**src/rtl/bm3_pkg.sv**
```systemverilog
package bm3_pkg;

  // Geometry limits
  localparam int unsigned MAX_WIDTH  = 1024;
  localparam int unsigned MAX_HEIGHT = 1024;
  localparam int unsigned MIN_DIM    = 3;

  // Field widths
  localparam int unsigned PIX_W  = 8;
  localparam int unsigned COL_W  = $clog2(MAX_WIDTH);
  localparam int unsigned ROW_W  = $clog2(MAX_HEIGHT);
  localparam int unsigned DIM_W  = 11;
  localparam int unsigned SUM_W  = 12;

  // Configuration register indexes
  localparam int unsigned CFG_IDX_W = 2;
  localparam logic [CFG_IDX_W-1:0] REG_LINE_WIDTH   = 2'd0;
  localparam logic [CFG_IDX_W-1:0] REG_FRAME_HEIGHT = 2'd1;

  localparam logic [DIM_W-1:0] LINE_WIDTH_RST   = 11'd640;
  localparam logic [DIM_W-1:0] FRAME_HEIGHT_RST = 11'd480;

  // Divide by nine: (sum * 7282) >> 16 is exact for sum below 3641
  localparam int unsigned RECIP_W     = 13;
  localparam logic [RECIP_W-1:0] RECIP_9 = 13'd7282;
  localparam int unsigned RECIP_SHIFT = 16;
  localparam int unsigned PROD_W      = SUM_W + RECIP_W;
  localparam logic [SUM_W-1:0] SUM_MAX = 12'd2295;

  // Result buffer
  localparam int unsigned FIFO_DEPTH = 4;
  localparam int unsigned FIFO_PTR_W = $clog2(FIFO_DEPTH);
  localparam int unsigned FIFO_CNT_W = FIFO_PTR_W + 1;

  // Line store entry: row r-2 and row r-1 at one column
  typedef struct packed {
    logic [PIX_W-1:0] upper;
    logic [PIX_W-1:0] lower;
  } line_pair_t;

  // Window position tag (top-left corner)
  typedef struct packed {
    logic [ROW_W-1:0] row;
    logic [COL_W-1:0] col;
  } tag_t;

  // One finished result
  typedef struct packed {
    logic [PIX_W-1:0] mean;
    tag_t             tag;
  } result_t;

  // Clamp a configured dimension to [MIN_DIM, hi]
  function automatic logic [DIM_W-1:0] clamp_dim(input logic [DIM_W-1:0] v,
                                                 input logic [DIM_W-1:0] hi);
    logic [DIM_W-1:0] r;
    if (v < DIM_W'(MIN_DIM)) begin
      r = DIM_W'(MIN_DIM);
    end else if (v > hi) begin
      r = hi;
    end else begin
      r = v;
    end
    return r;
  endfunction

endpackage

```
**src/rtl/bm3_out_buf.sv**
```systemverilog
module bm3_out_buf (
  input  logic                            clk_i,
  input  logic                            rst_ni,
  input  logic                            push_i,
  input  logic [bm3_pkg::SUM_W-1:0]       sum_i,
  input  bm3_pkg::tag_t                   tag_i,
  output logic [bm3_pkg::FIFO_CNT_W-1:0]  count_o,
  output logic                            valid_o,
  input  logic                            stall_i,
  output bm3_pkg::result_t                result_o
);

  bm3_pkg::result_t                 buf_q [bm3_pkg::FIFO_DEPTH];
  logic [bm3_pkg::FIFO_PTR_W-1:0]   wr_ptr_q;
  logic [bm3_pkg::FIFO_PTR_W-1:0]   rd_ptr_q;
  logic [bm3_pkg::FIFO_CNT_W-1:0]   count_q;
  logic [bm3_pkg::PROD_W-1:0]       prod;
  bm3_pkg::result_t                 entry;
  logic                             pop;

  // Divide by nine through the reciprocal
  assign prod = bm3_pkg::PROD_W'(sum_i) * bm3_pkg::PROD_W'(bm3_pkg::RECIP_9);
  assign entry.mean = prod[bm3_pkg::RECIP_SHIFT +: bm3_pkg::PIX_W];
  assign entry.tag  = tag_i;

  assign pop = valid_o & ~stall_i;

  // Storage
  always_ff @(posedge clk_i) begin
    if (push_i) begin
      buf_q[wr_ptr_q] <= entry;
    end
  end

  // Pointers and fill count
  always_ff @(posedge clk_i or negedge rst_ni) begin
    if (!rst_ni) begin
      wr_ptr_q <= '0;
      rd_ptr_q <= '0;
      count_q  <= '0;
    end else begin
      if (push_i) begin
        wr_ptr_q <= wr_ptr_q + 1'b1;
      end
      if (pop) begin
        rd_ptr_q <= rd_ptr_q + 1'b1;
      end
      case ({push_i, pop})
        2'b10:   count_q <= count_q + 1'b1;
        2'b01:   count_q <= count_q - 1'b1;
        default: count_q <= count_q;
      endcase
    end
  end

  assign valid_o  = (count_q != '0);
  assign result_o = buf_q[rd_ptr_q];
  assign count_o  = count_q;

`ifndef SYNTHESIS
  // Upstream credit check must keep the buffer from overflowing
  a_no_overflow: assert property (@(posedge clk_i) disable iff (!rst_ni)
    push_i |-> (count_q < bm3_pkg::FIFO_CNT_W'(bm3_pkg::FIFO_DEPTH)) || pop)
    else $error("result buffer overflow");
`endif

endmodule
```
**config.mk**
```make
export PLATFORM = sky130hd
export DESIGN_NAME = bm3_out_buf
export DESIGN_NICKNAME = d
export VERILOG_FILES = /design/src/rtl/bm3_pkg.sv /design/src/rtl/bm3_out_buf.sv
export SDC_FILE = /design/constraint.sdc
export NUM_CORES = 1
export LEC_CHECK = 0
export ABC_AREA = 0
export BUFFER_PORTS_ARGS = -buffer_cell sky130_fd_sc_hd__buf_2
export CELL_PAD_IN_SITES_DETAIL_PLACEMENT = 1
export CELL_PAD_IN_SITES_GLOBAL_PLACEMENT = 2
export CORE_AREA = 2 2 167 169
export CTS_CLUSTER_SIZE = 24
export DETAILED_ROUTE_END_ITERATION = 10
export DIE_AREA = 0 0 169 171
export GPL_ROUTABILITY_DRIVEN = 0
export PLACE_DENSITY_LB_ADDON = 0.1
export SKIP_CTS_REPAIR_TIMING = 1
export SLEW_MARGIN = 20
export SYNTH_ARGS = -nofsm -noshare
export SYNTH_HDL_FRONTEND = slang
export SYNTH_SLANG_ARGS = --single-unit
```
**constraint.sdc**
```tcl
create_clock -name clk_i -period 4.7 [get_ports clk_i]
set_clock_uncertainty 0.15 [all_clocks]
set_input_delay 0.47 -clock clk_i [delete_from_list [all_inputs] [get_ports clk_i]]
set_output_delay 0.47 -clock clk_i [all_outputs]
set_load 0.005 [all_outputs]
```
Yosys cells after proc, flatten, opt, wreduce, memory -nomap -nowiden

Memories as Yosys holds them, arrays and structs flattened.
Index checks and enable logic that the tools add are counted.

Multiply operators: 1
Reduce and logical (&&, ||, !) cells: 2
Equality and inequality tests: 2
Muxes and demuxes: 3
$add $sub $neg: 4
Bitwise logic cells: 2

Operators by type and width:

| operator                                                               | number |
|---|---|
| 12-bit by 12-bit multiplier with 23-bit output (second input constant) | 1 |
| 3-bit case mux with 2 select lines                                     | 1 |
| 2-bit by 1-bit adder with 2-bit output (second input constant)         | 2 |
| 3-bit by 1-bit adder with 3-bit output (second input constant)         | 1 |
| 3-bit nonzero test                                                     | 1 |
| 3-bit by 1-bit subtractor with 3-bit output (second input constant)    | 1 |
| 2-bit by 1-bit equality test with 1-bit output (second input constant) | 1 |
| 2-bit equality test (second input constant)                            | 1 |
| 1-bit two-way mux                                                      | 2 |
| 2-bit nonzero test                                                     | 1 |
| 1-bit bitwise AND                                                      | 1 |
| 1-bit NOT                                                              | 1 |

Output and inout port bits: 32
Memories: 1
Input port bits: 36
Logic and storage cells: 18
Bits in registers: 7
Memory bits (writable): 112

Memories:

| memory | depth | width | rd ports | clocked after Yosys merged registers in | wr ports | line              | text |
|---|---|---|---|---|---|---|---|
| buf_q  | 4     | 28    | 1        | 0                                       | 1        | bm3_out_buf.sv:13 | `bm3_pkg::result_t buf_q [bm3_pkg::FIFO_DEPTH];` |

Depth between registers and ports, before layout

Gate-level depths: netlist of run 1.

Depth in word-level cells: 4
Gate-level depth with buffers: 17
Mapped depth without buffers: 17

Worst setup path before layout of run 1

No wires, ideal clock.

Kind: input to register
From: input port sum_i[1] (netlist name)
To: memory buf_q[0][25] (netlist name), data pin
Stages: 16
Data required time: 4.355 ns
Path slack: -0.023 ns
Arrival: 4.379 ns
Path through: inv_1 > fa_1 > inv_1 > ha_1 > inv_1 > fa_1 > inv_1 > fa_1 > inv_1 > fa_1 > inv_1 > ha_1 > o21a_1 > a21oi_1 > a21oi_1 > a221oi_2

Longest elaborated chain between the ends: 1

Ends and longest elaborated chain:

| item                                           | line              | text |
|---|---|---|
| from (decl)                                    | bm3_out_buf.sv:5  | `input logic [bm3_pkg::SUM_W-1:0] sum_i,` |
| 12-bit by 12-bit multiplier with 23-bit output | bm3_out_buf.sv:22 | `assign prod = bm3_pkg::PROD_W'(sum_i) * bm3_pkg::PROD_W'(bm3_pkg::RECIP_9);` |
| via prod (one bit)                             | bm3_out_buf.sv:17 | `logic [bm3_pkg::PROD_W-1:0] prod;` |
| to (decl)                                      | bm3_out_buf.sv:13 |  |

The timed path passes the listed nets, and every way through them passes these cells.

Worst setup path after layout of run 1

From: input port sum_i[7] (netlist name)
To: memory buf_q[1][25] (netlist name), data pin

The elaborated chain is that of the path after synthesis.

==> out/results.ini, run 1 <==
[critical_path]
cpPeakStageDelay_ps=550
crit_chain=buf_2 > fa_1 > ha_1 > inv_1 > fa_1 > inv_2 > fa_1 > inv_1 > fa_1 > inv_1 > ha_4 > o21a_1 > a21oi_4 > buf_4 > a211o_1 > a221oi_4
crit_type=in -> reg
reg2reg_slack_ps=2560
required_ps=4750
cp_max_fo=4
startpoint_type=primary input
critPathArrivalTime_ps=4620
r2r-start=count_o[0]$_DFFE_PN0P_
crit_path_frequent_cell=fa_1
endpoint_kind=register
crit_slowest_cell=fa_1
reg2regPathDepth=8
timing.critical_path.from=sum_i[7]

[timing]
drv_slew=0
fin_crit_ps=4570
max_slew_margin_pct=46.1
hold_slack_ps=130
hold_viol=0
rsz0062_at_grt=false
fmaxAchievable_mhz=219
tightest_slew_ps=808
setup_viol=0
setup_slack_ps=133
post-route-period-util_pct=97.2
final.setup.tns_ps=0

[synthesis]
async_flop_share_pct=5.88
synth.area.top_cells=edfxtp_1 (50%), ha_1 (13%), mux4_2 (9.4%)
synth.avg_cell_area_sq_um=15.0
syn_area_sq_mm=0.00672
syn_inst=447
ys_seq_area_share_pct=52.6
synth_area_leader_cell=edfxtp_1
synth-edff-count=112
yosys_register_bits=119
ys_warn_count=0
synthesis.nets=585
synth_flop_cell=edfxtp_1
synth_top_area_share_pct=50.0
ys_types=45

[cells_and_area]
final_cells=935
nets=714
layout-drive-gt1-share_pct=33.8
fill_cells=2956
diodes=0
final_common_cell=edfxtp_1
final_cell_mix=edfxtp_1 (112), inv_1 (77), ha_1 (69)
seq_area_sq_mm=0.00354
syn2layout_area_growth_pct=27.3
multi_input_area_sq_mm=0.00297

[pwr]
peakVddDrop_uv=258
power.density_mw_per_mm2=700
power.total_w=0.00599
p_leak_nw=3.53

[routing]
route.detailed.drc=0
drt_first_pass_iters=4
dr_total_vias=3956
avgRoutedWirePerCell_um=16.4
dr.first_iter.drc_count=128
routed_via_density=4.23
wl_um=15400
ant_nets=0

[clock_tree]
cts_root_buf=clkbuf_16
clk-insertion-delay-late_ps=410
clk_path_buf_depth=2
cts_buffers=17
cts.sinks=119
clk_pin_slew_ps=50
cts_tree=done
htree_levels=4

[place]
place_ws_ps=-463
dp.cells=901
io_buffer_count=67
hpwlAfterDp_um=11600

[global_routing]
grt_pass1_vias=4471
grt_pass1_wl_um=24500
grtUsageTotal_pct=11.3
antenna_found_initial=0
grt-ovfl-total=0
grt_max_degree=30

[min_path]
hp-class=in -> reg
min_delay_path_depth=1
hold_start=tag_i[3]

[run]
max_cap_viol_count=0

[floorplan]
rows=61
dieArea_sq_mm=0.0289
die_w_um=169
die_h_um=171
io_pins=68
initial_core_util_pct=24.6
core-area_sq_mm=0.0273

[outcome]
outcome=finished clean

state kept, by name (all words and copies together) (netlist names):
register / flops
buf_q: 112
rd_ptr_q: 2
wr_ptr_q: 2
count_o: 3
cells by family (layout without fill, tap and decap cells):
group                      Yosys count  in the layout  share of synthesized area (%)
adders and majority gates          102            102                           22.3
and+or+nand+nor                     51             51                           4.04
muxes                               29             29                           9.53
DFF                                119            119                           52.6
xor gates and xnor gates            15             15                           2.16
buffers and inverters               86            228                           4.88
AOI/OAI and AO/OA                   45             45                           4.41
where the power goes:
group	switching, W	internal [W]	leakage, nW
Sequential	0.000184	0.00163	1.11
Clock	0.000450	0.000834	0.285
Combinational	0.00154	0.00135	2.14
Total	0.00218	0.00381	3.53
synthesized netlist by cell type, drive strengths merged (2+ instances only):
master  count
o31ai       2
nand4       6
o211ai      2
clkbuf      2
ha         72
nand2b      2
and2        6
a211o       3
a211oi      3
xor2       11
inv        80
mux4       28
o21ai       8
dfrtp       7
nor2b       2
fa         30
a21oi      17
a21boi      2
edfxtp    112
a21o        2
nand2      16
buf         4
nand3       5
nor2        7
xnor2       3
and3        2
path summary, 6_finish.rpt:
path                                            to
min in group asynchronous   count_o[2]$_DFFE_PN0P_
max                         buf_q[1][25]$_DFFE_PP_
min                          buf_q[0][3]$_DFFE_PP_
max reg2reg                 count_o[2]$_DFFE_PN0P_
max in group asynchronous  rd_ptr_q[1]$_DFFE_PN0P_
min reg2reg                 count_o[2]$_DFFE_PN0P_
critical path: cells and delay by family:
kind	cells	cell delay, ps
AOI/OAI and AO/OA	4	920
buffers and inverters	6	500
adders and majority gates	6	2710
layer usage:
layer  GRT usage (%)  wire length [um]
met2            20.0              7850
met1            14.1              7000
met4            3.01               151
met3            2.08               370
met5               0                 0
area by class of cell:
cell class | instances | share of cell area (%)
sequential | 119 | 41.4
clock inverter | 15 | 2.08
tap | 346 | 5.06
multi-input combinational | 242 | 34.7
timing repair buffer | 116 | 8.25
clock buffer | 17 | 4.97
inverter | 80 | 3.51
per-stage QoR:
step                      utilization (%)  cell area [sq um]
after detailed placement             28.7               7830
after CTS                            30.9               8440
after global placement               28.7               7830
after global routing                 31.3               8550
after floorplan                         -               6740
final                                31.3               8550
(Power assumes the default switching activity.)
==> run 2, diff against run 1 <==
CORE_AREA = 2 2 133 135   (was 2 2 167 169)
DIE_AREA = 0 0 135 137   (was 0 0 169 171)
RECOVER_POWER = 50   (was default)
==> run 2 against run 1 <==
Net effect: the run now ends with capacitance limit, slew limit left; count of clock-buffer cells in the layout is 3 higher; global-route usage rose by 5.1 points; maximum frequency shrank 0.52%; largest power group unchanged.
==> out/results.ini, run 2 (same netlist as run 1, synthesis figures left out) <==
[clock_tree]
clk_path_buf_depth=2  ; unchanged
clk_pin_slew_ps=50  ; about the same
cts.sinks=119  ; unchanged
cts_buffers=17  ; unchanged
cts_root_buf=clkbuf_16
htree_levels=4  ; unchanged
clk-insertion-delay-late_ps=400  ; about the same
cts_tree=done

[critical_path]
reg2reg_slack_ps=2050  ; -510 ps
reg2regPathDepth=4  ; -4
crit_type=in -> reg
r2r-start=wr_ptr_q[0]$_DFFE_PN0P_
endpoint_kind=register
reg2reg_to=buf_q[2][0]$_DFFE_PP_
startpoint_type=primary input
critPathArrivalTime_ps=4640  ; +20 ps
cp_max_fo=4  ; unchanged
required_ps=4750  ; about the same

[cells_and_area]
final_cell_mix=edfxtp_1 (112), inv_1 (77), ha_1 (69)
multi_input_area_sq_mm=0.00298  ; +0.21%
largest_register_ffs=112  ; unchanged
seq_area_sq_mm=0.00354  ; about the same
final_cells=811  ; -13%
syn2layout_area_growth_pct=23.4
diodes=0  ; unchanged
final_common_cell=edfxtp_1
nets=711  ; -0.42%
top_register=buf_q
layout-drive-gt1-share_pct=28.0  ; -5.8 points
fill_cells=1765  ; -40%

[floorplan]
rows=48  ; -21%
die_h_um=137  ; -20%
dieArea_sq_mm=0.0185  ; -36%
io_pins=68  ; unchanged
core-area_sq_mm=0.0171  ; -38%
initial_core_util_pct=39.4  ; +15 points
die_w_um=135  ; -20%

[timing]
tightest_slew_ps=1830  ; +1020 ps
fmaxAchievable_mhz=218  ; -0.52%
final.setup.tns_ps=0  ; unchanged
max_slew_margin_pct=-22.1  ; -68 points
hold_viol=0  ; unchanged
post-route-period-util_pct=97.7  ; +0.51 points
drv_slew=87  ; +87
fin_crit_ps=4590  ; +24.0 ps
setup_viol=0  ; unchanged

[global_routing]
grt_max_degree=31  ; +3.3%
grt_pass1_wl_um=22600  ; -7.9%
grt-ovfl-total=0  ; unchanged
antenna_found_initial=0  ; unchanged
grt_pass1_vias=4346  ; -2.8%
grtUsageTotal_pct=16.3  ; +5.1 points

[min_path]
hp-class=in -> reg
hold_start=tag_i[0]
holdPathEnd=buf_q[0][0]$_DFFE_PP_
min_delay_path_depth=1  ; unchanged

[pwr]
peakVddDrop_uv=284  ; +10%
power.density_mw_per_mm2=704  ; +0.55%
p_leak_nw=3.41  ; -3.4%

[place]
hpwlAfterDp_um=10400  ; -11%
io_buffer_count=67  ; unchanged
dp.cells=776  ; -14%

[routing]
wl_um=14000  ; -8.9%
drt_first_pass_iters=4  ; unchanged
avgRoutedWirePerCell_um=17.3  ; +5.1%
ant_nets=0  ; unchanged
dr.first_iter.drc_count=179  ; +40%
routed_via_density=4.86  ; +15%
dr_total_vias=3941  ; -0.38%
route.detailed.drc=0  ; unchanged

[outcome]
outcome=complete, but fails checks
violations=capacitance limit, slew limit

[run]
max_cap_viol_count=3  ; +3

## run 2: cell type report
type | count | share of cell area (%)
flip-flops and latches | 119 | 42.7
multi-input cells | 242 | 35.9
repair buffers | 113 | 7.76
clock buffers | 20 | 5.27
inverters | 80 | 3.62
well taps | 225 | 3.40
clock inverters | 12 | 1.33
## run 2: worst max-delay path: stages
cell,delay [ps]
buf_2,100
inv_2,50
fa_1,540
inv_2,50
ha_4,260
inv_1,50
fa_1,520
inv_1,50
fa_1,530
inv_1,60
fa_1,550
inv_2,50
ha_4,270
o21a_1,180
a21oi_4,90
buf_4,150
a211o_1,320
a211oi_4,340
## run 2: stage by stage
step	instance area [sq um]	hold WS [ps]	total power (W)	util, %	setup slack (ps)
floorplan	6740	24.4	0.00348	-	40.0
global placement	7650	160	0.00446	44.9	-302
detailed placement	7650	163	0.00453	44.9	-405
CTS	8200	-271	0.00575	48.1	2.40
global route	8290	171	0.00631	48.6	-10.2
finish	8290	174	0.00584	48.6	109
## run 2: worst max path at each step
stage	startpoint	endpoint
after detailed placement	sum_i[1]	buf_q[2][27]$_DFFE_PP_
after global placement	sum_i[1]	buf_q[0][25]$_DFFE_PP_
after floorplan	sum_i[1]	buf_q[0][25]$_DFFE_PP_
final	sum_i[1]	buf_q[2][27]$_DFFE_PP_
after CTS	sum_i[1]	buf_q[2][27]$_DFFE_PP_
after global routing	sum_i[1]	buf_q[2][27]$_DFFE_PP_
## run 2: report_power, final
group | switching (W) | internal (W) | leakage, nW | total, W
clock network | 0.000403 | 0.000764 | 0.255 | 0.00117
registers | 0.000187 | 0.00164 | 1.11 | 0.00182
logic | 0.00152 | 0.00133 | 2.05 | 0.00285
## run 2: per-layer routing
layer	track usage (%)	vias to the layer above	part of all wire (%)
li1	-	1876	-
met2	29.6	67	54
met5	0	-	0
met1	19.6	1988	42
met4	5.03	0	1.2
met3	3.26	10	2.8
==> run 3, diff against run 2 <==
ABC_AREA = 1   (was 0)
CORE_AREA = 4 4 137 139   (was 2 2 133 135)
DIE_AREA = 0 0 141 143   (was 0 0 135 137)
==> run 3 against run 2 <==
Net effect: the flow still finishes with violations (capacitance limit, slew limit); power decreased by 1.3%; synthesized cell count is 43% higher; non-clock buffer count decreased by 15; global-route usage grew 1.2 points; sequential share of layout area grew 0.20 points; count of clock-buffer cells in the layout decreased by 3; sequential power decreased by 7%; largest power group unchanged.
==> out/results.ini, run 3 <==
[min_path]
hp-class=in -> reg

[timing]
fmaxAchievable_mhz=226  ; +3.8%
post-route-period-util_pct=94.1  ; -3.6 points
final.setup.tns_ps=0  ; unchanged
drv_slew=29  ; -67%
tightest_slew_ps=2000  ; +166 ps
hold_viol=0  ; unchanged
rsz0062_at_grt=false
setup_viol=0  ; unchanged
max_slew_margin_pct=-33.2  ; -11 points
fin_crit_ps=4420  ; -169 ps

[routing]
dr.first_iter.drc_count=193  ; +7.8%
dr_total_vias=4852  ; +23%
avgRoutedWirePerCell_um=17.0  ; -1.3%
drt_first_pass_iters=4  ; unchanged
routed_via_density=4.96  ; +2.1%
route.detailed.drc=0  ; unchanged
wl_um=16700  ; +19%
ant_nets=0  ; unchanged

[cells_and_area]
seq_area_sq_mm=0.00354  ; -0.11%
layout-drive-gt1-share_pct=15.2  ; -13 points
largest_register_ffs=112  ; unchanged
syn2layout_area_growth_pct=19.0
final_cells=978  ; +21%
final_common_cell=edfxtp_1
fill_cells=1963  ; +11%
multi_input_area_sq_mm=0.00293  ; -1.8%
diodes=0  ; unchanged
final_cell_mix=edfxtp_1 (112), inv_1 (93), nor2_1 (80)
top_register=buf_q
nets=874  ; +23%

[synthesis]
syn_inst=637  ; +43%
ys_seq_area_share_pct=51.1  ; -1.6 points
ys_types=32  ; -29%
synth_area_leader_cell=edfxtp_1
synth_top_cells_by_count=edfxtp_1 (112), inv_1 (93), nor2_1 (80), ha_1 (72), nand2_1 (68)
synth-edff-count=112  ; unchanged
synth.avg_cell_area_sq_um=10.9  ; -28%
post-synth-top-count-cell=edfxtp_1
synth_top_area_share_pct=48.6  ; -1.5 points
yosys_register_bits=119  ; unchanged
async_flop_share_pct=5.88  ; unchanged
syn_area_sq_mm=0.00693  ; +3.0%
synthesis.nets=775  ; +32%
synth.area.top_cells=edfxtp_1 (49%), ha_1 (13%), fa_1 (8.7%)
ys_warn_count=0  ; unchanged
synth_flop_cell=edfxtp_1

[critical_path]
crit_path_frequent_cell=inv_1
cp_num_buf_inv=7  ; -1
r2r-start=wr_ptr_q[0]$_DFFE_PN0P_
reg2regPathDepth=4  ; unchanged
required_ps=4700  ; -50 ps
worstSetupPathDepth=20  ; +2
cpPeakStageDelay_ps=540  ; about the same
reg2reg_slack_ps=2000  ; -50 ps
crit_chain=buf_2 > inv_1 > fa_1 > inv_1 > ha_1 > inv_1 > fa_1 > inv_1 > fa_1 > inv_1 > fa_1 > inv_1 > ha_1 > a21oi_1 > a21boi_1 > nand2_1 > nand2_1 > nand2_1 > nand2_1 > nand2_1
endpoint_kind=register
startpoint_type=primary input
critPathArrivalTime_ps=4420  ; -220 ps
crit_family=adder cells
crit_slowest_cell=fa_1
setup.worst_path.end=buf_q[1][26]$_DFFE_PP_
cp_max_fo=4  ; unchanged
timing.critical_path.from=sum_i[1]
reg2reg_to=buf_q[3][23]$_DFFE_PP_
crit_type=in -> reg

[outcome]
outcome=complete, but fails checks
violations=capacitance limit, slew limit

[clock_tree]
clk-insertion-delay-late_ps=410  ; about the same
cts.sinks=119  ; unchanged
cts_root_buf=clkbuf_16
cts_buffers=17  ; unchanged
htree_levels=4  ; unchanged
clk_pin_slew_ps=60  ; about the same
cts_tree=done
clk_path_buf_depth=2  ; unchanged

[pwr]
power.density_mw_per_mm2=699  ; -0.73%
p_leak_nw=3.62  ; +6.1%
peakVddDrop_uv=269  ; -5.1%

[global_routing]
grt-ovfl-total=0  ; unchanged
grtUsageTotal_pct=17.5  ; +1.2 points
antenna_found_initial=0  ; unchanged
grt_pass1_wl_um=27600  ; +22%
grt_pass1_vias=5429  ; +25%
grt_max_degree=59  ; +90%

[floorplan]
rows=49  ; +2.1%
io_pins=68  ; unchanged
core-area_sq_mm=0.0177  ; +3.5%
die_h_um=143  ; +4.4%
die_w_um=141  ; +4.4%
initial_core_util_pct=39.2  ; -0.19 points
dieArea_sq_mm=0.0202  ; +9.0%

[place]
hpwlAfterDp_um=12200  ; +18%
dp.cells=945  ; +22%
io_buffer_count=67  ; unchanged

[run]
max_cap_viol_count=1  ; -2

## run 3: area by class of cell
cell class | instances | area share [%]
flip-flops and latches | 119 | 42.9
multi-input cells | 400 | 35.5
repair buffers | 98 | 6.54
clock buffers | 17 | 5.16
inverters | 100 | 4.55
well taps | 229 | 3.48
clock inverters | 15 | 1.87
## run 3: metal layers
metal,share of wire (%),routed length [um],global-route usage [%]
met1,40,6740,19.6
met5,0,0,0
met2,55,9130,34.0
met4,1.3,224,4.54
met3,3.4,571,3.25
## run 3: kinds of logic (layout without fill, tap and decap cells)
family | count (synthesis) | in the layout | share of synthesized area [%]
AND/OR/NAND/NOR | 174 | 174 | 10.1
flip-flops | 119 | 119 | 51.1
buffers and inverters | 118 | 230 | 6.58
AO/OA/AOI/OAI | 116 | 116 | 9.50
adder cells (fa/ha/maj) | 102 | 102 | 21.7
XOR/XNOR | 8 | 8 | 1.01
## run 3: per-stage QoR
| step | area (sq um) | setup slack (ps) | hold slack, ps | total power (W) | utilization, % |
|---|---|---|---|---|---|
| 2_1_floorplan | 6930 | 199 | 24.4 | 0.00350 | - |
| 3_3_place_gp | 7690 | -128 | 162 | 0.00452 | 43.6 |
| 3_5_place_dp | 7690 | -216 | 171 | 0.00460 | 43.6 |
| 4_1_cts | 8270 | 253 | -273 | 0.00588 | 46.8 |
| 5_1_grt | 8240 | 7.70 | 172 | 0.00631 | 46.7 |
| 6_report | 8240 | 277 | 163 | 0.00576 | 46.7 |
## run 3: worst min path at each step
stage / slack (ps) / cells after the start / endpoint / startpoint
2_1_floorplan: 20 / 0 / count_o[0]$_DFFE_PN0P_ / rst_ni
3_3_place_gp: 160 / 1 / count_o[2]$_DFFE_PN0P_ / rst_ni
3_5_place_dp: 170 / 1 / count_o[0]$_DFFE_PN0P_ / rst_ni
4_1_cts: -270 / 1 / count_o[0]$_DFFE_PN0P_ / rst_ni
5_1_grt: 170 / 1 / buf_q[2][13]$_DFFE_PP_ / tag_i[13]
6_report: 160 / 1 / buf_q[0][9]$_DFFE_PP_ / tag_i[9]
## run 3: worst register-to-register path, cell delays in order (launching register included)
cell      delay (ps)
dfrtp_1          420
ha_1             180
nand2_1           50
inv_1             50
clkbuf_1        1420
## run 3: power breakdown
group / total, W / switching [W] / internal, W
clock: 0.00125 / 0.000466 / 0.000779
combinational: 0.00283 / 0.00177 / 0.00106
sequential: 0.00169 / 0.0000873 / 0.00160
