### src/rtl/bm3_pkg.sv
package bm3_pkg;

  // Geometry limits
  localparam int unsigned MAX_WIDTH  = 1024;
  localparam int unsigned MAX_HEIGHT = 1024;
  localparam int unsigned MIN_DIM    = 3;

  // Field widths
  localparam int unsigned PIX_W  = 8;
  localparam int unsigned COL_W  = $clog2(MAX_WIDTH);
  localparam int unsigned ROW_W  = $clog2(MAX_HEIGHT);
  localparam int unsigned DIM_W  = 11;
  localparam int unsigned SUM_W  = 12;

  // Configuration register indexes
  localparam int unsigned CFG_IDX_W = 2;
  localparam logic [CFG_IDX_W-1:0] REG_LINE_WIDTH   = 2'd0;
  localparam logic [CFG_IDX_W-1:0] REG_FRAME_HEIGHT = 2'd1;

  localparam logic [DIM_W-1:0] LINE_WIDTH_RST   = 11'd640;
  localparam logic [DIM_W-1:0] FRAME_HEIGHT_RST = 11'd480;

  // Divide by nine: (sum * 7282) >> 16 is exact for sum below 3641
  localparam int unsigned RECIP_W     = 13;
  localparam logic [RECIP_W-1:0] RECIP_9 = 13'd7282;
  localparam int unsigned RECIP_SHIFT = 16;
  localparam int unsigned PROD_W      = SUM_W + RECIP_W;
  localparam logic [SUM_W-1:0] SUM_MAX = 12'd2295;

  // Result buffer
  localparam int unsigned FIFO_DEPTH = 4;
  localparam int unsigned FIFO_PTR_W = $clog2(FIFO_DEPTH);
  localparam int unsigned FIFO_CNT_W = FIFO_PTR_W + 1;

  // Line store entry: row r-2 and row r-1 at one column
  typedef struct packed {
    logic [PIX_W-1:0] upper;
    logic [PIX_W-1:0] lower;
  } line_pair_t;

  // Window position tag (top-left corner)
  typedef struct packed {
    logic [ROW_W-1:0] row;
    logic [COL_W-1:0] col;
  } tag_t;

  // One finished result
  typedef struct packed {
    logic [PIX_W-1:0] mean;
    tag_t             tag;
  } result_t;

  // Clamp a configured dimension to [MIN_DIM, hi]
  function automatic logic [DIM_W-1:0] clamp_dim(input logic [DIM_W-1:0] v,
                                                 input logic [DIM_W-1:0] hi);
    logic [DIM_W-1:0] r;
    if (v < DIM_W'(MIN_DIM)) begin
      r = DIM_W'(MIN_DIM);
    end else if (v > hi) begin
      r = hi;
    end else begin
      r = v;
    end
    return r;
  endfunction

endpackage

### src/rtl/bm3_window.sv
module bm3_window (
  input  logic                       clk_i,
  input  logic                       rst_ni,
  input  logic                       shift_i,
  input  logic                       emit_i,
  input  bm3_pkg::tag_t              tag_i,
  input  logic [bm3_pkg::PIX_W-1:0]  up_i,
  input  logic [bm3_pkg::PIX_W-1:0]  lo_i,
  input  logic [bm3_pkg::PIX_W-1:0]  px_i,
  output logic                       sum_valid_o,
  output logic [bm3_pkg::SUM_W-1:0]  sum_o,
  output bm3_pkg::tag_t              tag_o
);

  // win[3*r + c]: r = 0 top row, c = 0 leftmost column
  logic [bm3_pkg::PIX_W-1:0] win_q [9];
  logic [bm3_pkg::PIX_W-1:0] win_d [9];
  logic [bm3_pkg::SUM_W-1:0] row_sum [3];
  logic [bm3_pkg::SUM_W-1:0] sum_d;
  logic [bm3_pkg::SUM_W-1:0] sum_q;
  bm3_pkg::tag_t             tag_q;
  logic                      sum_valid_q;

  // Shift left by one column, new column enters on the right
  always_comb begin
    for (int r = 0; r < 3; r++) begin
      win_d[3*r]   = win_q[3*r+1];
      win_d[3*r+1] = win_q[3*r+2];
    end
    win_d[2] = up_i;
    win_d[5] = lo_i;
    win_d[8] = px_i;
  end

  // Row sums, then total
  always_comb begin
    for (int r = 0; r < 3; r++) begin
      row_sum[r] = bm3_pkg::SUM_W'(win_d[3*r]) + bm3_pkg::SUM_W'(win_d[3*r+1])
                 + bm3_pkg::SUM_W'(win_d[3*r+2]);
    end
    sum_d = row_sum[0] + row_sum[1] + row_sum[2];
  end

  // Window registers
  always_ff @(posedge clk_i or negedge rst_ni) begin
    if (!rst_ni) begin
      for (int k = 0; k < 9; k++) begin
        win_q[k] <= '0;
      end
    end else if (shift_i) begin
      for (int k = 0; k < 9; k++) begin
        win_q[k] <= win_d[k];
      end
    end
  end

  // Sum stage valid
  always_ff @(posedge clk_i or negedge rst_ni) begin
    if (!rst_ni) begin
      sum_valid_q <= 1'b0;
    end else begin
      sum_valid_q <= shift_i & emit_i;
    end
  end

  // Sum stage payload
  always_ff @(posedge clk_i) begin
    if (shift_i) begin
      sum_q <= sum_d;
      tag_q <= tag_i;
    end
  end

  assign sum_valid_o = sum_valid_q;
  assign sum_o       = sum_q;
  assign tag_o       = tag_q;

`ifndef SYNTHESIS
  // Nine 8-bit pixels never exceed the divider's exact range
  a_sum_range: assert property (@(posedge clk_i) disable iff (!rst_ni)
    sum_valid_q |-> (sum_q <= bm3_pkg::SUM_MAX))
    else $error("window sum out of range");
`endif

endmodule

### config.mk
export PLATFORM = sky130hd
export DESIGN_NAME = bm3_window
export DESIGN_NICKNAME = d
export VERILOG_FILES = /design/src/rtl/bm3_pkg.sv /design/src/rtl/bm3_window.sv
export SDC_FILE = /design/constraint.sdc
export NUM_CORES = 1
export LEC_CHECK = 0
export BUFFER_PORTS_ARGS = -buffer_cell sky130_fd_sc_hd__buf_4
export CAP_MARGIN = 40
export CORE_MARGIN = 8
export CORE_UTILIZATION = 52
export CTS_BUF_LIST = sky130_fd_sc_hd__clkbuf_4
export DETAILED_ROUTE_END_ITERATION = 12
export GPL_ROUTABILITY_DRIVEN = 0
export PLACE_DENSITY = 0.75
export SYNTH_ARGS = -nofsm -noshare
export SYNTH_HDL_FRONTEND = slang
export SYNTH_SLANG_ARGS = --single-unit
### constraint.sdc
create_clock -name clk_i -period 5.9 [get_ports clk_i]
set_input_delay 0.885 -clock clk_i [delete_from_list [all_inputs] [get_ports clk_i]]
set_output_delay 0.885 -clock clk_i [all_outputs]
set_load 0.01 [all_outputs]
# --- Word-level counts from Yosys, hierarchy flattened ---
# Cells that the tools add are included.
classes:
  addsub: 8
  n_mul: 0
  div_mod_pow: 0
  n_lt_le_gt_ge: 0
  eq_ne: 0
  n_shift: 0
  muxes: 0
  bitwise_logic: 1
  n_reduce_logical: 0
op_table:
  columns: ["op", "n"]
  rows:
  - ["9-bit by 8-bit adder with 10-bit output", 3]
  - ["8-bit by 8-bit adder with 9-bit output", 3]
  - ["11-bit by 10-bit adder with 12-bit output", 1]
  - ["10-bit by 10-bit adder with 11-bit output", 1]
  - ["1-bit AND", 1]
totals:
  register_bits: 81
  latchBits: 0
  ram_bits: 0
  romBits: 0
  inputBits: 48
  out_inout_bits: 33
  wordCells: 19
  memories: 0

# --- Longest topological paths before layout ---
# Gate-level depths: netlist of run 1.
depth:
  word_depth: 4
  ltp_mapped: 15
  ltp_nobuf: 15

# --- Worst setup path before layout of run 1 ---
# Ideal clock, no wire load.
synth_path:
  path_kind: "input -> register"
  startpoint: "in up_i[2] (netlist name)"
  endpoint: "reg sum_q, in the netlist sum_o[10] (data pin)"
  setup_time_ns: 0.264
  arrival_ns: 4.208
  required_time_ns: 5.636
  setup_slack_ns: 1.428
  path_stages: 15
  path_cell_list: "inv_1 -> fa_1 -> inv_1 -> fa_1 -> fa_1 -> inv_1 -> fa_1 -> inv_1 -> ha_1 -> inv_1 -> fa_1 -> and2b_1 -> o211ai_1 -> a31oi_1 -> xor2_1"
synth_between:
  elab_chain_cells: 3
synth_rtl:
  columns: ["item", "line", "source"]
  rows:
  - ["from (decl)", "bm3_window.sv:7", "input logic [bm3_pkg::PIX_W-1:0] up_i,"]
  - ["9-bit by 8-bit adder with 10-bit output", "bm3_window.sv:39", "+ bm3_pkg::SUM_W'(win_d[3*r+2]);"]
  - ["10-bit by 10-bit adder with 11-bit output", "bm3_window.sv:41", "sum_d = row_sum[0] + row_sum[1] + row_sum[2];"]
  - ["11-bit by 10-bit adder with 12-bit output", "bm3_window.sv:41", null]
  - ["net sum_d, one bit", "bm3_window.sv:19", "logic [bm3_pkg::SUM_W-1:0] sum_d;"]
  - ["to (signal assigned)", "bm3_window.sv:69", "sum_q <= sum_d;"]
  - ["to (decl)", "bm3_window.sv:20", "logic [bm3_pkg::SUM_W-1:0] sum_q;"]
# The timed path passes the listed nets, and every way through them passes these cells.
# A chain may end at the register's enable or synchronous reset.

# --- Final worst setup path of run 1 ---
# Same ends and word-level chain as after synthesis.

==> flow_metrics.env, run 1 <==
export IMPL_ff2ff_path_depth=13
export IMPL_hold_viol=0
export IMPL_slew_headroom_pct=58.0
export IMPL_core_um2=8590
export IMPL_yosys_area_top_type="sky130_fd_sc_hd__dfrtp_1"
export IMPL_synth_area_um2=4530
export IMPL_reg2reg_from="win_d[10]"
export IMPL_grt_first_pass_wirelength_mm=12.8
export IMPL_drive_gt1_share_pct=37.6
export IMPL_cts_root_buffer="sky130_fd_sc_hd__clkbuf_4"
export IMPL_crit_arrival_ns=4.47
export IMPL_design_final_nets=512
export IMPL_layout_min_cycle_time_ns=4.27
export IMPL_postSynthNetCount=425
export IMPL_power_leakage_nw=2.54
export IMPL_r2r_end="sum_o[10]"
export IMPL_synth_warnings=0
export IMPL_cts_path_max_buffers=2
export IMPL_cts_resized_gates=0
export IMPL_postSynthAreaPerCell_um2=14.6
export IMPL_timing_critical_path_to="sum_o[10]"
export IMPL_holdBufCountCts=0
export IMPL_synthXorXnorAreaFrac_pct=1.16
export IMPL_yosysSeqAreaShare_pct=48.3
export IMPL_drt_iter0_markers=84
export IMPL_dieWidth_um=109
export IMPL_timing_critical_path_from_type="primary input"
export IMPL_post_synth_main_area_contributors="sky130_fd_sc_hd__dfrtp_1, sky130_fd_sc_hd__fa_1, sky130_fd_sc_hd__edfxtp_1"
export IMPL_worst_path_largest_cell_delay_ns=0.54
export IMPL_clk_latency_ns=0.43
export IMPL_grt_start_max_net_pins=62
export IMPL_synth_area_mux_share_pct=11.9
export IMPL_maxcap_violations=0
export IMPL_seq_area_um2=2190
export IMPL_status="finished clean"
export IMPL_max_slew_worst_pin_slew_ns=0.631
export IMPL_post_drt_wl_per_cell_um=14.8
export IMPL_synth_cells=310
export IMPL_cts_inserted_buffers=9
export IMPL_max_freq_mhz=234
export IMPL_simple_gate_area_share_of_the_yosys_netlist_pct=1.52
export IMPL_drt_pre_antenna_iters=4
export IMPL_track_usage_pct=13.8
export IMPL_sequence_of_cells_on_the_critical_path="buf_4 > inv_1 > fa_1 > inv_1 > fa_1 > fa_1 > inv_1 > fa_1 > inv_1 > ha_1 > inv_1 > fa_1 > and2b_1 > o211ai_1 > a31oi_1 > xor2_1"
export IMPL_cp_max_fo=2
export IMPL_setup_tns_ns=0
export IMPL_synthAdderAreaFrac_pct=27.5
export IMPL_i_o_buffers=80
export IMPL_worstSetupPathType="primary input to register"
export IMPL_crit_start="up_i[2]"
export IMPL_grt_remaining_overflow=0
export IMPL_number_of_diodes=0
export IMPL_maximum_level_of_the_cts_h_tree=3
export IMPL_floorplan_die_height_um=109
export IMPL_crit_path_top_delay_cell="sky130_fd_sc_hd__fa_1"
export IMPL_grt_antenna_before_repair=0
export IMPL_period_utilization_post_route_pct=72.4
export IMPL_starting_density_of_the_core_pct=52.7
export IMPL_clock_tree_from_tritoncts="built"
export IMPL_std_cell_rows=34
export IMPL_ir_worst_vdd_mv=0.374
export IMPL_clk_pin_slew_worst_paths_ns=0.15
export IMPL_mostFrequentLayoutCell="sky130_fd_sc_hd__buf_4"
export IMPL_dp_final_hpwl_mm=6.04
export IMPL_post_layout_total_power_w=0.00319
export IMPL_final_setup_viol_count=0
export IMPL_synth_seq_cells=81
export IMPL_viasPerCell=4.87
export IMPL_clock_sinks=81
export IMPL_r2r_setup_slack_ns=1.86
export IMPL_grt_pass1_vias=2731
export IMPL_die_area_um2=11900
export IMPL_grt_setup_unrepaired="false"
export IMPL_vias=2483
export IMPL_ant_nets=0
export IMPL_area_growth_synth_to_final_pct=19.0
export IMPL_finalClockSkew_ns=0.0125
export IMPL_area_fraction_in_compound_gates_after_synthesis_pct=2.43
export IMPL_drc=0
export IMPL_critPathCaptureType="register"
export IMPL_postCtsSetupRepairBufs=0
export IMPL_finalWirelength_mm=7.56
export IMPL_power_density_nw_per_um2=593
export IMPL_endpoint_required_time_on_the_critical_path_ns=6.09
export IMPL_synth_top_family_by_area="adder cells"
export IMPL_finalCoreUtilization_pct=62.7
export IMPL_hold_class="primary input to asynchronous set/reset pin"
export IMPL_floorplan_io_pins=81
export IMPL_post_synth_num_cell_types=28
export IMPL_fillerInstances=683
export IMPL_area_occupied_by_multi_input_gates_um2=2020
export IMPL_layout_cells_most_common_list="sky130_fd_sc_hd__buf_4, sky130_fd_sc_hd__inv_1, sky130_fd_sc_hd__fa_1"
export IMPL_number_of_slew_limit_violations_in_the_final_report=0
export IMPL_synth_top_cell_area_share_pct=27.1
-- per-layer routing --
metal	up-vias	wire length (um)	GRT usage (%)
met5	-	0	0
met4	0	151	6.27
met3	14	533	3.69
met2	63	3950	23.7
met1	1253	2930	16.0
li1	1153	-	-
-- worst min path at each step --
stage,to,slack (ns),depth (start not counted)
2_1_floorplan,win_d[64],0.50,1
5_1_grt,sum_valid_o,0.47,1
6_report,win_d[16],0.45,1
3_3_place_gp,win_d[67],0.51,1
4_1_cts,win_d[39],0.44,1
3_5_place_dp,win_d[66],0.53,1
-- critical path, delay by kind of cell --
family                     cells  cell delay [ns]
xor gates and xnor gates       1             0.08
buffers and inverters          6             0.37
adders and majority gates      6             2.59
AOI/OAI and AO/OA              2             0.30
and+or+nand+nor                1             0.24
-- flip-flops by register name, summed over array words and instances, names as in the netlist --
register / flops
sum_valid_o: 1
tag_o: 20
sum_o: 12
win_d: 48
-- cells by family (layout without fill, tap and decap cells) --
family                   Yosys count  after routing
buffers and inverters             83            175
flip-flops                        81             81
adder cells (fa/ha/maj)           67             67
multiplexers                      48             48
AO/OA/AOI/OAI                     13             13
AND/OR/NAND/NOR                   12             12
XOR/XNOR                           6              6
-- metrics by stage --
stage / instances / hold WS [ns] / instance area (um2) / setup slack (ns)
finish: 510 / 0.446 / 5390 / 1.63
global placement: 493 / 0.510 / 5230 / 1.19
global route: 510 / 0.471 / 5390 / 1.47
CTS: 510 / 0.445 / 5390 / 1.65
detailed placement: 494 / 0.527 / 5260 / 1.16
floorplan: 310 / 0.501 / 4530 / 1.43
-- power by group --
part / internal [W] / switching, W / total (W)
Sequential: 0.000818 / 0.0000526 / 0.000871
Clock: 0.0000945 / 0.000214 / 0.000308
Combinational: 0.000955 / 0.00106 / 0.00201
Total: 0.00187 / 0.00133 / 0.00319
-- synthesized netlist by cell type --
cell / instances
sky130_fd_sc_hd__a21o_1: 2
sky130_fd_sc_hd__a21o_2: 1
sky130_fd_sc_hd__a21oi_1: 2
sky130_fd_sc_hd__a21oi_2: 2
sky130_fd_sc_hd__a311oi_2: 1
sky130_fd_sc_hd__a31oi_1: 1
sky130_fd_sc_hd__and2_1: 2
sky130_fd_sc_hd__and2b_1: 1
sky130_fd_sc_hd__and3_1: 1
sky130_fd_sc_hd__buf_2: 3
sky130_fd_sc_hd__buf_4: 2
sky130_fd_sc_hd__dfrtp_1: 49
sky130_fd_sc_hd__edfxtp_1: 32
sky130_fd_sc_hd__fa_1: 54
sky130_fd_sc_hd__ha_1: 13
sky130_fd_sc_hd__inv_1: 78
sky130_fd_sc_hd__mux2_2: 48
sky130_fd_sc_hd__nand2_1: 2
sky130_fd_sc_hd__nand3b_1: 1
sky130_fd_sc_hd__nand4_1: 2
sky130_fd_sc_hd__nor2_1: 1
sky130_fd_sc_hd__nor3_1: 1
sky130_fd_sc_hd__o211ai_1: 1
sky130_fd_sc_hd__o21a_1: 2
sky130_fd_sc_hd__o221ai_2: 1
sky130_fd_sc_hd__or2_2: 1
sky130_fd_sc_hd__xnor2_1: 4
sky130_fd_sc_hd__xor2_1: 2
-- cell type report --
cell class / instances / share of cell area, %
multi-input combinational: 146 / 37.4
tap: 108 / 2.51
timing repair buffer: 81 / 11.7
clock inverter: 7 / 1.14
clock buffer: 9 / 1.25
sequential: 81 / 40.6
inverter: 78 / 5.43
(Power assumes the default switching activity.)
==> run 2: changes to the inputs <==
Clock period 5.9 ns to 4.1 ns, I/O delays scaled along.
==> run 2 against run 1 <==
Net effect: global-route usage rose by 0.15 points; count of clock-buffer cells in the layout did not move; via count rose by 1.7%; clock power rose by 38%; combinational power rose by 63%; final cell count rose by 2.0%; worst setup slack got worse by 1.5 ns; power rose by 55%; critical path depth fell by 3.
==> flow_metrics.env, run 2 (synthesis results as in run 1) <==
export IMPL_grt_use_met1_pct=16.8
export IMPL_power_leakage_nw=2.58
export IMPL_drt_pre_antenna_iters=4
export IMPL_design_final_nets=522
export IMPL_endpoint_required_time_on_the_critical_path_ns=4.27
export IMPL_clk_pin_slew_worst_paths_ns=0.14
export IMPL_core_um2=8590
export IMPL_track_usage_pct=14.0
export IMPL_power_density_nw_per_um2=909
export IMPL_grt_pass1_vias=2817
export IMPL_area_occupied_by_multi_input_gates_um2=2030
export IMPL_floorplan_die_height_um=109
export IMPL_die_area_um2=11900
export IMPL_dp_final_hpwl_mm=5.97
export IMPL_worst_path_largest_cell_delay_ns=0.56
export IMPL_period_utilization_post_route_pct=95.8
export IMPL_drt_iter0_markers=82
export IMPL_fillerInstances=694
export IMPL_met3_usage_pct=4.10
export IMPL_setup_tns_ns=0
export IMPL_status="finished clean"
export IMPL_hold_class="primary input to asynchronous set/reset pin"
export IMPL_seq_area_um2=2190
export IMPL_i_o_buffers=80
export IMPL_global_route_peak_usage_layer="met2"
export IMPL_hold_worst_slack_ns=0.194
export IMPL_vias=2524
export IMPL_max_freq_mhz=255
export IMPL_crit_arrival_ns=4.10
export IMPL_crit_path_top_delay_cell="sky130_fd_sc_hd__fa_1"
export IMPL_largest_register_ff_count=48
export IMPL_maximum_level_of_the_cts_h_tree=3
export IMPL_hold_viol=0
export IMPL_grtUsageMet2_pct=23.8
export IMPL_finalInstanceArea_um2=5460
export IMPL_drc=0
export IMPL_grt_first_pass_wirelength_mm=13.0
export IMPL_layout_min_cycle_time_ns=3.93
export IMPL_floorplan_io_pins=81
export IMPL_finalClockSkew_ns=0.0139
export IMPL_std_cell_rows=34
export IMPL_layout_cells_most_common_list="sky130_fd_sc_hd__buf_4, sky130_fd_sc_hd__inv_1, sky130_fd_sc_hd__fa_1"
export IMPL_dpl_instance_area_um2=5320
export IMPL_holdBufCountCts=0
export IMPL_final_setup_viol_count=0
export IMPL_dieWidth_um=109
export IMPL_cp_common_cell="sky130_fd_sc_hd__fa_1"
export IMPL_area_growth_synth_to_final_pct=20.6
export IMPL_starting_density_of_the_core_pct=52.7
export IMPL_critPathCaptureType="register"
export IMPL_post_drt_wl_per_cell_um=14.5
export IMPL_viasPerCell=4.85
export IMPL_cts_inserted_buffers=9
export IMPL_ant_nets=0
export IMPL_ir_worst_vdd_mv=0.719
export IMPL_clock_sinks=81
export IMPL_drive_gt1_share_pct=40.5
export IMPL_mostFrequentLayoutCell="sky130_fd_sc_hd__buf_4"
export IMPL_cts_root_buffer="sky130_fd_sc_hd__clkbuf_4"
export IMPL_slew_headroom_pct=57.8
export IMPL_cp_max_fo=2
export IMPL_sequence_of_cells_on_the_critical_path="fa_1 > fa_1 > fa_1 > inv_1 > fa_1 > inv_1 > ha_2 > inv_2 > fa_2 > and2b_1 > o211ai_1 > a31oi_1 > xor2_1"
export IMPL_number_of_slew_limit_violations_in_the_final_report=0
export IMPL_grt_setup_unrepaired="false"
export IMPL_maxcap_violations=0
export IMPL_finalCoreUtilization_pct=63.5
export IMPL_timing_critical_path_from_type="register"
export IMPL_cts_path_max_buffers=2
export IMPL_finalWirelength_mm=7.52
export IMPL_worstSetupPathType="register to register"
export IMPL_grt_remaining_overflow=0
export IMPL_clock_tree_from_tritoncts="built"
export IMPL_crit_buf_inv=3
export IMPL_grt_antenna_before_repair=0
export IMPL_number_of_diodes=0
export IMPL_grt_start_max_net_pins=50
export IMPL_clk_latency_ns=0.42
export IMPL_max_slew_worst_pin_slew_ns=0.633
export IMPL_critPathTopFamily="adder cells"
run 2: stage by stage:
stage,cells,power (W),setup slack [ns]
after floorplan,310,0.00359,-0.0235
after global placement,502,0.00449,-0.249
after detailed placement,503,0.00461,-0.322
after CTS,519,0.00504,0.0338
after global routing,520,0.00551,0.00596
final,520,0.00496,0.171
run 2: where the power goes:
group / leakage (nW) / internal, W / switching, W
clock: 0.0591 / 0.000129 / 0.000294
combinational: 1.63 / 0.00168 / 0.00161
sequential: 0.889 / 0.00118 / 0.0000758
total: 2.58 / 0.00298 / 0.00198
run 2: worst paths after layout:
| kind | startpoint | end | slack, ns | cells past startpoint |
|---|---|---|---|---|
| max reg2reg | win_d[66] | sum_o[10] | 0.17 | 13 |
| max | win_d[66] | sum_o[10] | 0.17 | 13 |
| min in group clk_i | tag_i[13] | tag_o[13] | 0.36 | 1 |
| max in group asynchronous | rst_ni | win_d[23] | 3.47 | 1 |
| min reg2reg | win_d[65] | win_d[65] | 0.55 | 1 |
| min | rst_ni | win_d[10] | 0.19 | 1 |
run 2: layout make-up:
type                    count  area share [%]
clock inverters             7            1.01
inverters                  78            5.36
multi-input cells         146            37.1
well taps                 108            2.48
flip-flops and latches     81            40.1
clock buffers               9            1.24
repair buffers             91            12.7
run 2: layer usage:
layer  routed length [um]  vias to the layer above
met5                    0                        -
met4                   77                        0
met3                  495                        6
met2                 3860                       59
met1                 3090                     1277
li1                     -                     1182
run 2: timing repair:
action,4_1_cts,5_1_grt
gates resized for setup,0,3
setup endpoints to repair,0,2
buffers inserted,0,1
==> run 3: changes to the inputs <==
Clock period 4.1 ns to 5.06 ns, I/O delays scaled along.
==> run 3 against run 2 <==
Net effect: non-clock buffer count is 10 lower; flip-flop and latch count unchanged; utilization down 0.39 points; largest power group unchanged; clock power is 3% higher; sequential share of layout area rose by 0.25 points; worst setup slack gained 0.71 ns; combinational power fell by 28%; global-route usage down 0.49 points; hold slack improved by 0.14 ns; largest cell class unchanged.
==> flow_metrics.env, run 3 (synthesis results as in run 1) <==
export IMPL_max_slew_worst_pin_slew_ns=0.630
export IMPL_met3_usage_pct=3.46
export IMPL_dieWidth_um=109
export IMPL_cp_max_fo=2
export IMPL_setup_tns_ns=0
export IMPL_floorplan_die_height_um=109
export IMPL_core_um2=8590
export IMPL_layout_cells_most_common_list="sky130_fd_sc_hd__buf_4, sky130_fd_sc_hd__inv_1, sky130_fd_sc_hd__fa_1"
export IMPL_number_of_diodes=0
export IMPL_status="finished clean"
export IMPL_dpl_cell_count=494
export IMPL_power_density_nw_per_um2=702
export IMPL_area_growth_synth_to_final_pct=19.9
export IMPL_power_leakage_nw=2.56
export IMPL_global_route_peak_usage_layer="met2"
export IMPL_finalInstanceArea_um2=5430
export IMPL_r2r_setup_slack_ns=1.00
export IMPL_cts_root_buffer="sky130_fd_sc_hd__clkbuf_4"
export IMPL_grt_setup_unrepaired="false"
export IMPL_pre_cts_slack_ns=0.446
export IMPL_viasPerCell=4.80
export IMPL_layout_min_cycle_time_ns=4.18
export IMPL_cts_path_max_buffers=2
export IMPL_clk_latency_ns=0.42
export IMPL_finalWirelength_mm=7.51
export IMPL_track_usage_pct=13.5
export IMPL_mostFrequentLayoutCell="sky130_fd_sc_hd__buf_4"
export IMPL_dp_final_hpwl_mm=6.06
export IMPL_postCtsSetupRepairBufs=0
export IMPL_ant_nets=0
export IMPL_number_of_slew_limit_violations_in_the_final_report=0
export IMPL_design_final_nets=512
export IMPL_grtUsageMet2_pct=23.7
export IMPL_slew_headroom_pct=58.0
export IMPL_crit_arrival_ns=4.35
export IMPL_grt_start_max_net_pins=62
export IMPL_vias=2448
export IMPL_final_setup_viol_count=0
export IMPL_hold_class="primary input to asynchronous set/reset pin"
export IMPL_drt_iter0_markers=55
export IMPL_starting_density_of_the_core_pct=52.7
export IMPL_clk_pin_slew_worst_paths_ns=0.13
export IMPL_std_cell_rows=34
export IMPL_floorplan_io_pins=81
export IMPL_worstSetupPathType="primary input to register"
export IMPL_i_o_buffers=80
export IMPL_die_area_um2=11900
export IMPL_holdBufCountCts=0
export IMPL_timing_critical_path_from_type="primary input"
export IMPL_critPathCaptureType="register"
export IMPL_cts_resized_gates=0
export IMPL_dpl_instance_area_um2=5260
export IMPL_largest_register_ff_count=48
export IMPL_grt_antenna_before_repair=0
export IMPL_drive_gt1_share_pct=37.6
export IMPL_drc=0
export IMPL_hold_worst_slack_ns=0.336
export IMPL_post_drt_wl_per_cell_um=14.7
export IMPL_hold_viol=0
export IMPL_clock_sinks=81
export IMPL_max_freq_mhz=239
export IMPL_drt_pre_antenna_iters=4
export IMPL_layout_cells_non_filler=510
export IMPL_grt_first_pass_wirelength_mm=12.6
export IMPL_grt_remaining_overflow=0
export IMPL_grt_pass1_vias=2751
export IMPL_grt_use_met1_pct=15.4
export IMPL_ir_worst_vdd_mv=0.503
export IMPL_finalClockSkew_ns=0.0139
export IMPL_maximum_level_of_the_cts_h_tree=3
export IMPL_maxcap_violations=0
export IMPL_endpoint_required_time_on_the_critical_path_ns=5.24
export IMPL_period_utilization_post_route_pct=82.6
export IMPL_clock_tree_from_tritoncts="built"
export IMPL_cts_inserted_buffers=9
export IMPL_layout_setup_ws_ns=0.882
-- run 3: cell count changes in the layout (fill, tap and decap cells not counted), moves of 2 or more --
cell | before | now
sky130_fd_sc_hd__inv_1 | 76 | 78
sky130_fd_sc_hd__buf_4 | 90 | 80
sky130_fd_sc_hd__bufinv_16 | 0 | 2
sky130_fd_sc_hd__clkinvlp_4 | 2 | 0
sky130_fd_sc_hd__fa_2 | 3 | 0
sky130_fd_sc_hd__fa_1 | 51 | 54
sky130_fd_sc_hd__inv_2 | 2 | 0
-- run 3: power breakdown --
| part | switching, W | leakage (nW) | total [W] | internal, W |
|---|---|---|---|---|
| sequential | 0.0000619 | 0.889 | 0.00102 | 0.000954 |
| clock | 0.000230 | 0.0871 | 0.000438 | 0.000208 |
| combinational | 0.00124 | 1.59 | 0.00235 | 0.00111 |
| total | 0.00153 | 2.56 | 0.00381 | 0.00228 |
-- run 3: layout make-up --
cell class / count / area [um2]
well taps: 108 / 135
clock inverters: 6 / 91.3
inverters: 78 / 293
repair buffers: 81 / 628
fillers: 674 / 3170
clock buffers: 10 / 75.1
flip-flops and latches: 81 / 2190
multi-input cells: 146 / 2020
-- run 3: final timing paths --
path,start,end,cells past startpoint
setup / recovery,up_i[2],sum_o[10],16
hold / removal,rst_ni,sum_valid_o,1
setup reg to reg,win_d[10],sum_o[10],13
hold reg to reg,win_d[66],win_d[66],1
max in group asynchronous,rst_ni,win_d[15],1
min in group clk_i,tag_i[15],tag_o[15],1
-- run 3: routing by layer --
metal,vias up,routed length [um]
met3,12,471
met1,1233,2970
met5,-,0
met2,52,3930
met4,0,134
li1,1151,-
-- run 3: stage by stage --
step,total power [W],util (%)
after floorplan,0.00290,-
after detailed placement,0.00342,61.2
after global routing,0.00422,63.1
after CTS,0.00388,63.1
final,0.00381,63.1
after global placement,0.00337,60.9
-- run 3: worst max-delay path: stages --
cell and delay (ns):
sky130_fd_sc_hd__buf_4 0.08, sky130_fd_sc_hd__inv_1 0.04, sky130_fd_sc_hd__fa_1 0.53, sky130_fd_sc_hd__inv_1 0.06, sky130_fd_sc_hd__fa_1 0.50, sky130_fd_sc_hd__fa_1 0.55, sky130_fd_sc_hd__inv_1 0.06, sky130_fd_sc_hd__fa_1 0.47
sky130_fd_sc_hd__inv_1 0.07, sky130_fd_sc_hd__ha_1 0.17, sky130_fd_sc_hd__inv_1 0.06, sky130_fd_sc_hd__fa_1 0.39, sky130_fd_sc_hd__and2b_1 0.24, sky130_fd_sc_hd__o211ai_1 0.12, sky130_fd_sc_hd__a31oi_1 0.18, sky130_fd_sc_hd__xor2_1 0.08
